==> src/rtl/core/tcw_pkg.sv <==
// shared widths, pipeline constants and the flag type for the cotangent weight block
`default_nettype none
package tcw_pkg;

  // root and divide steps resolved in each pipeline stage
  localparam int STEPS_PER_STG = 2;

  // datapath widths
  localparam int COORD_W = 32;
  localparam int DIFF_W  = 33;
  localparam int SQ_W    = 66;
  localparam int SUMSQ_W = 68;
  localparam int LEN_W   = SUMSQ_W / 2;
  localparam int P_W     = 35;
  localparam int T_W     = 2 * P_W;
  localparam int PROD_W  = 3 * P_W;
  localparam int RQ_W    = 68;
  localparam int RDEN_W  = P_W + 2;
  localparam int RAD_W   = RQ_W / 2;
  localparam int MAG_W   = 2 * P_W;
  localparam int CNUM_W  = MAG_W + 16;
  localparam int CQ_W    = 33;
  localparam int CDEN_W  = P_W + 2 + RAD_W;

  // per-corner flags plus the triangle's degenerate flag, carried along the first cotangent divider
  typedef struct packed {
    logic [2:0] neg;
    logic [2:0] ovf;
    logic       degen;
  } cot_flags_t;

endpackage
`default_nettype wire

==> src/rtl/core/tcw_sqrt_pipe.sv <==
// pipelined restoring integer square root, a fixed number of root bits per stage
`default_nettype none
module tcw_sqrt_pipe
  import tcw_pkg::*;
#(
  parameter int IN_W = 68,
  parameter int SB_W = 1,
  localparam int RT_W = IN_W / 2
) (
  input  wire logic              clk,
  input  wire logic              rst_n,
  input  wire logic              in_valid,
  input  wire logic [IN_W-1:0]   in_x,
  input  wire logic [SB_W-1:0]   in_sb,
  output logic                   out_valid,
  output logic [RT_W-1:0]        out_root,
  output logic [SB_W-1:0]        out_sb
);

  localparam int RM_W = RT_W + 3;
  localparam int NSTG = (RT_W + STEPS_PER_STG - 1) / STEPS_PER_STG;

  logic            vld_r  [NSTG];
  logic [RM_W-1:0] rem_r  [NSTG];
  logic [RT_W-1:0] root_r [NSTG];
  logic [IN_W-1:0] x_r    [NSTG];
  logic [SB_W-1:0] sb_r   [NSTG];

  for (genvar g = 0; g < NSTG; g++) begin : g_stg
    logic            cur_vld;
    logic [RM_W-1:0] cur_rem;
    logic [RT_W-1:0] cur_root;
    logic [IN_W-1:0] cur_x;
    logic [SB_W-1:0] cur_sb;
    logic [RM_W-1:0] rem_nxt;
    logic [RT_W-1:0] root_nxt;
    logic [IN_W-1:0] x_nxt;

    if (g == 0) begin : g_first
      assign cur_vld  = in_valid;
      assign cur_rem  = '0;
      assign cur_root = '0;
      assign cur_x    = in_x;
      assign cur_sb   = in_sb;
    end else begin : g_next
      assign cur_vld  = vld_r[g-1];
      assign cur_rem  = rem_r[g-1];
      assign cur_root = root_r[g-1];
      assign cur_x    = x_r[g-1];
      assign cur_sb   = sb_r[g-1];
    end

    // bring down two bits, try root*4+1
    always_comb begin
      logic [RM_W-1:0] trial;
      trial    = '0;
      rem_nxt  = cur_rem;
      root_nxt = cur_root;
      x_nxt    = cur_x;
      for (int k = 0; k < STEPS_PER_STG; k++) begin
        if (g * STEPS_PER_STG + k < RT_W) begin
          rem_nxt = {rem_nxt[RM_W-3:0], x_nxt[IN_W-1:IN_W-2]};
          x_nxt   = {x_nxt[IN_W-3:0], 2'b00};
          trial   = RM_W'({root_nxt, 2'b01});
          if (rem_nxt >= trial) begin
            rem_nxt  = rem_nxt - trial;
            root_nxt = {root_nxt[RT_W-2:0], 1'b1};
          end else begin
            root_nxt = {root_nxt[RT_W-2:0], 1'b0};
          end
        end
      end
    end

    always_ff @(posedge clk) begin
      if (!rst_n) begin
        vld_r[g] <= 1'b0;
      end else begin
        vld_r[g] <= cur_vld;
      end
      rem_r[g]  <= rem_nxt;
      root_r[g] <= root_nxt;
      x_r[g]    <= x_nxt;
      sb_r[g]   <= cur_sb;
    end
  end

  assign out_valid = vld_r[NSTG-1];
  assign out_root  = root_r[NSTG-1];
  assign out_sb    = sb_r[NSTG-1];

endmodule
`default_nettype wire

==> config.mk <==
export PLATFORM = sky130hd
export DESIGN_NAME = tcw_sqrt_pipe
export DESIGN_NICKNAME = d
export VERILOG_FILES = /design/src/rtl/core/tcw_pkg.sv /design/src/rtl/core/tcw_sqrt_pipe.sv
export SDC_FILE = /design/constraint.sdc
export NUM_CORES = 2
export LEC_CHECK = 0
export BUFFER_PORTS_ARGS = -buffer_cell sky130_fd_sc_hd__buf_4
export CORE_MARGIN = 3
export CORE_UTILIZATION = 45
export DETAILED_ROUTE_END_ITERATION = 12
export PLACE_DENSITY = 0.71
export RECOVER_POWER = 100
export SYNTH_ARGS = -nofsm -noshare
export SYNTH_HDL_FRONTEND = slang
export SYNTH_SLANG_ARGS = --single-unit
==> constraint.sdc <==
create_clock -name clk -period 9.9 [get_ports clk]
set_input_delay 1.98 -clock clk [delete_from_list [all_inputs] [get_ports clk]]
set_output_delay 1.98 -clock clk [all_outputs]
set_load 0.005 [all_outputs]
After elaboration in Yosys (flattened, before gate mapping)
Memory sizes are Yosys's and may differ from the RTL's.
Cells that the tools add are included.

storage, ports and cells
  RAM bits = 2329
  bits of input ports = 72
  output and inout port bits = 36
  bits in registers = 0
  memories kept = 5

memory list
  name    words  bits a word  read ports  clocked after memory_dff  write ports  RTL line             text
  x_r     17     64           16          0                         17           tcw_sqrt_pipe.sv:26  logic [IN_W-1:0] x_r [NSTG];
  rem_r   17     37           16          0                         17           tcw_sqrt_pipe.sv:24  logic [RM_W-1:0] rem_r [NSTG];
  root_r  17     34           17          0                         17           tcw_sqrt_pipe.sv:25  logic [RT_W-1:0] root_r [NSTG];
  sb_r    17     1            17          0                         17           tcw_sqrt_pipe.sv:27  logic [SB_W-1:0] sb_r [NSTG];
  vld_r   17     1            17          0                         17           tcw_sqrt_pipe.sv:23  logic vld_r [NSTG];

cells by class
  mux-type cells = 87
  bitwise gates (word level) = 17
  $lt $le $gt $ge = 34
  add/subtract/negate cells = 34

operators by type and width
  kind                   count
  $ge A37 B36 Y1         32
  $mux W37               17
  $mux W35               17
  $sub A37 B36 Y37       16
  $sub A35 B35 Y35       16
  $mux W1                53
  $ge A37 B3 Y1          1
  $sub A37 B3 Y37        1
  $or A1 B1 Y1           17
  $sub A2 B1 Y3 const B  1
  $ge A2 B1 Y1 const B   1

Longest topological paths before layout
An unclocked memory read counts as a cell.

  word-level depth = 5
  gate-level depth with buffers = 29
  mapped depth without buffers = 26

Worst setup path before layout
OpenSTA, ideal clock, no wires.

  kind = reg2reg
  start = memory root_r[1][221] (netlist bit)
  end = memory rem_r[0][563] (netlist bit)
  path buffers = 5
  arrival time = 6227 ps
  path slack = 3553 ps
  required time = 9779 ps
  clock period less this slack = 6347 ps
  stages on the path, launching flop included = 28
  cells stage by stage = dfxtp_1 -> inv_1 -> ha_1 -> clkbuf_1 -> and4_1 -> and3_1 -> nor4_1 -> a211oi_1 -> nand2_1 -> nand3_1 -> inv_1 -> clkbuf_1 -> clkbuf_1 -> mux2_2 -> ha_1 -> a21o_1 -> a21o_1 -> a21oi_1 -> o21ai_0 -> a31o_2 -> a211oi_1 -> o21ai_0 -> nand4_1 -> a31oi_1 -> or4_1 -> clkbuf_1 -> clkbuf_1 -> mux2_2

RTL lines
  what         RTL line
  from (decl)  tcw_sqrt_pipe.sv:25
  to (decl)    tcw_sqrt_pipe.sv:24

==> out/metrics.csv <==
metric;value;unit
initial core utilization;45.43;%
worst skew pair latency;0.84;ns
CTS Hold Buffers Added;0;
Num Clock Sinks;1420;
initial antenna violation count;6;
top_reg_cell synth;dfxtp_1;
Cell Area, Placed;81220;sq um
Synth Warn #;0;
fillcell total;16031;
vias post-DR;66691;
max_cap viols;6;
worst path arrival time;9.54;ns
worst clock skew;0.06037;ns
Min Hold Slack;0.2995;ns
die area;178800;sq um
Synth area leaders;dfxtp_1, ha_1, xnor2_1;
IR drop worst, VDD;0.2009;mV
final worst-path cycle share;89.50;%
floorplan core area;172100;sq um
post-route setup TNS;0;ns
pin count of the biggest net entering global routing;46;
vias in the first global route;64299;
Synth area leader;dfxtp_1;
CTS tree;built;
worst-path fanout max;36;
Req. time, crit path;10.58;ns
Root Buffer Master;clkbuf_16;
layout net count;9830;
Post-CTS Setup Inserts;0;
Synth cell types;96;
grt total ovfl;0;
final setup margin;1.040;ns
HPWL after DPL;173200;um
H-Tree Depth;4;
post-layout power;20040;uW
outcome;finished, violations left;
# DRC;0;
EDFF count, synth;0;
DP Worst Slack;2.331;ns
iteration count of the initial detailed-routing pass;8;
Yosys reg bits;1420;
critical path launch point type;flop;
Mapped Cells;9079;
Max Fclk;112.9;MHz
PwrDens;231.2;nW/um^2
minimum clock period after layout;8.860;ns
worst min path class;reg -> reg;
first-pass GRT wire length;343500;um
ANT nets after route;0;
unrepaired setup endpoints after global routing;false;
Area Growth Syn to Fin;10.85;%
total CTS buffers;153;
Slew @ Worst Pin;2.370;ns
Detailed Route WL;219000;um
Resized cells post-CTS;0;
Seq/Total Area, Yosys;36.36;%
Initial DRC Count;5777;
Max Root-Sink Buffers;3;
fin area;86670;sq um
crit end category;flop;
WL/cell;18.93;um
mapped cell area;78190;sq um
Die Width;422.8;um
Final setup violation count;0;
post-synth top area share;36.36;%
Pleak;0.03953;uW
Die Ht;422.8;um
number of I/O port buffers;107;
IO Pins;108;
Reg clk slew, reported paths;0.06;ns
Final GP Congestion;0.9515;
GRT Total Usage;23.59;%
layout cell share with drive strength beyond 1;6.526;%
row count;152;
FFs w/ async S/R, synth;0;%
Max-slew headroom;-59.47;%
Fin. Hold Viols;0;
failing checks;max-capacitance violations, max-slew violations;
vias per cell;5.764;
Synth Area per Inst;8.612;sq um
Slew Viols, Final;180;
Crit Path Class;reg -> reg;
-- through the flow --
step                      std cells  util (%)
final                         11571     50.36
after global routing          11567     50.35
after CTS                     11565     50.43
after detailed placement      11286     47.19
after global placement        11286     47.19
after floorplan                9082         -
-- layout make-up --
class,count,area [sq um],area share (%)
Multi-Input combinational cell,6874,46740,53.93
Sequential cell,1420,28430,32.80
Clock buffer,195,4227,4.876
Tap cell,2310,2890,3.335
Inverter,538,2019,2.330
Clock inverter,84,1353,1.560
Timing Repair Buffer,144,998.5,1.152
Antenna cell,6,15.01,0.01732
-- cell usage after synthesis, types with 108 or more instances --
cell	n
nor3_1	239
dfxtp_1	1420
a21o_1	322
o21ai_0	436
nand4_1	145
nand3_1	201
clkbuf_1	200
xor2_1	257
nand2b_1	108
nor2_1	729
inv_1	534
xnor2_1	590
or3_1	113
nor4_1	142
nand2_1	698
a21oi_1	663
o21a_1	111
mux2_2	133
ha_1	627
-- kinds of logic (layout without fill, tap and decap cells) --
group / after synthesis / in the layout / share of synthesized area (%)
and+or+nand+nor: 2941 / 2941 / 19.03
xor gates and xnor gates: 847 / 847 / 9.487
buffers and inverters: 788 / 961 / 3.853
muxes: 157 / 157 / 2.224
other: 1 / 10 / 0.004796
adders and majority gates: 627 / 627 / 10.03
DFF: 1420 / 1420 / 36.36
AOI/OAI and AO/OA: 2298 / 2298 / 19.01
-- cell usage in the layout (no fill, tap or decap), types with 33 or more instances in the layout --
cell,Yosys,routed
a211oi_1,83,83
a21boi_0,30,33
a21o_1,322,322
a21oi_1,663,663
a31oi_1,67,67
and2_1,86,68
and3_1,82,82
and4_1,34,34
clkbuf_1,200,40
clkbuf_16,0,153
clkbuf_4,0,98
dfxtp_1,1420,1420
ha_1,627,627
inv_1,534,535
mux2_2,133,122
nand2_1,698,698
nand2b_1,108,108
nand3_1,201,202
nand4_1,145,145
nor2_1,729,728
nor2b_1,78,78
nor3_1,239,239
nor4_1,142,143
nor4b_1,38,39
o211ai_1,50,50
o21a_1,111,111
o21ai_0,436,446
o21bai_1,96,96
o31a_1,34,34
o31ai_1,72,72
or2_2,49,48
or3_1,113,113
or4_1,66,66
xnor2_1,590,590
xor2_1,257,257
-- path summary, 6_finish.rpt --
| kind | from | endpoint | slack [ns] | depth (start not counted) |
|---|---|---|---|---|
| worst max-delay path | root_r[1][105] | rem_r[0][452] | 1.04 | 21 |
| worst min-delay path | root_r[0][215] | root_r[0][251] | 0.30 | 0 |
| worst max register to register | root_r[1][105] | rem_r[0][452] | 1.04 | 21 |
| worst min register to register | root_r[0][215] | root_r[0][251] | 0.30 | 0 |
-- report_power, final --
part           switching, uW  total (uW)  internal (uW)
logic                   3740        6380           2640
clock network           2500        6120           3620
registers                886        7530           6650
-- registers in the layout, summed over array words and instances, names as in the netlist --
signal,count
root_r,306
x_r,544
rem_r,536
vld_r,17
sb_r,17
-- worst max-delay path: stages (launching register included) --
cell and delay [ns]:
dfxtp_1 0.53, inv_1 0.15, ha_1 0.38, nand4_1 0.26
a21oi_1 0.45, o21ai_0 0.18, a21oi_1 0.48, or3_1 0.20
clkbuf_1 1.24, a21oi_1 0.37, ha_1 0.52, and3_1 0.26
nand4_1 0.28, nor4_1 0.34, and3_1 0.23, nand4_1 0.14
o211ai_1 0.33, nor3_1 0.13, and2_0 0.47, inv_1 0.18
clkbuf_1 1.13, mux2_2 0.45
-- routing by layer --
metal  vias to the layer above  part of all wire (%)  wire (um)  track usage, %
met3                       476                   5.9      12860           3.332
met1                     31391                    42      92640           29.49
met4                         0                   4.3       9356           9.944
met5                         -                     0          0               0
li1                      32619                     -          -               -
met2                      2205                    48     104100           40.56
(Power assumes the default switching activity.)
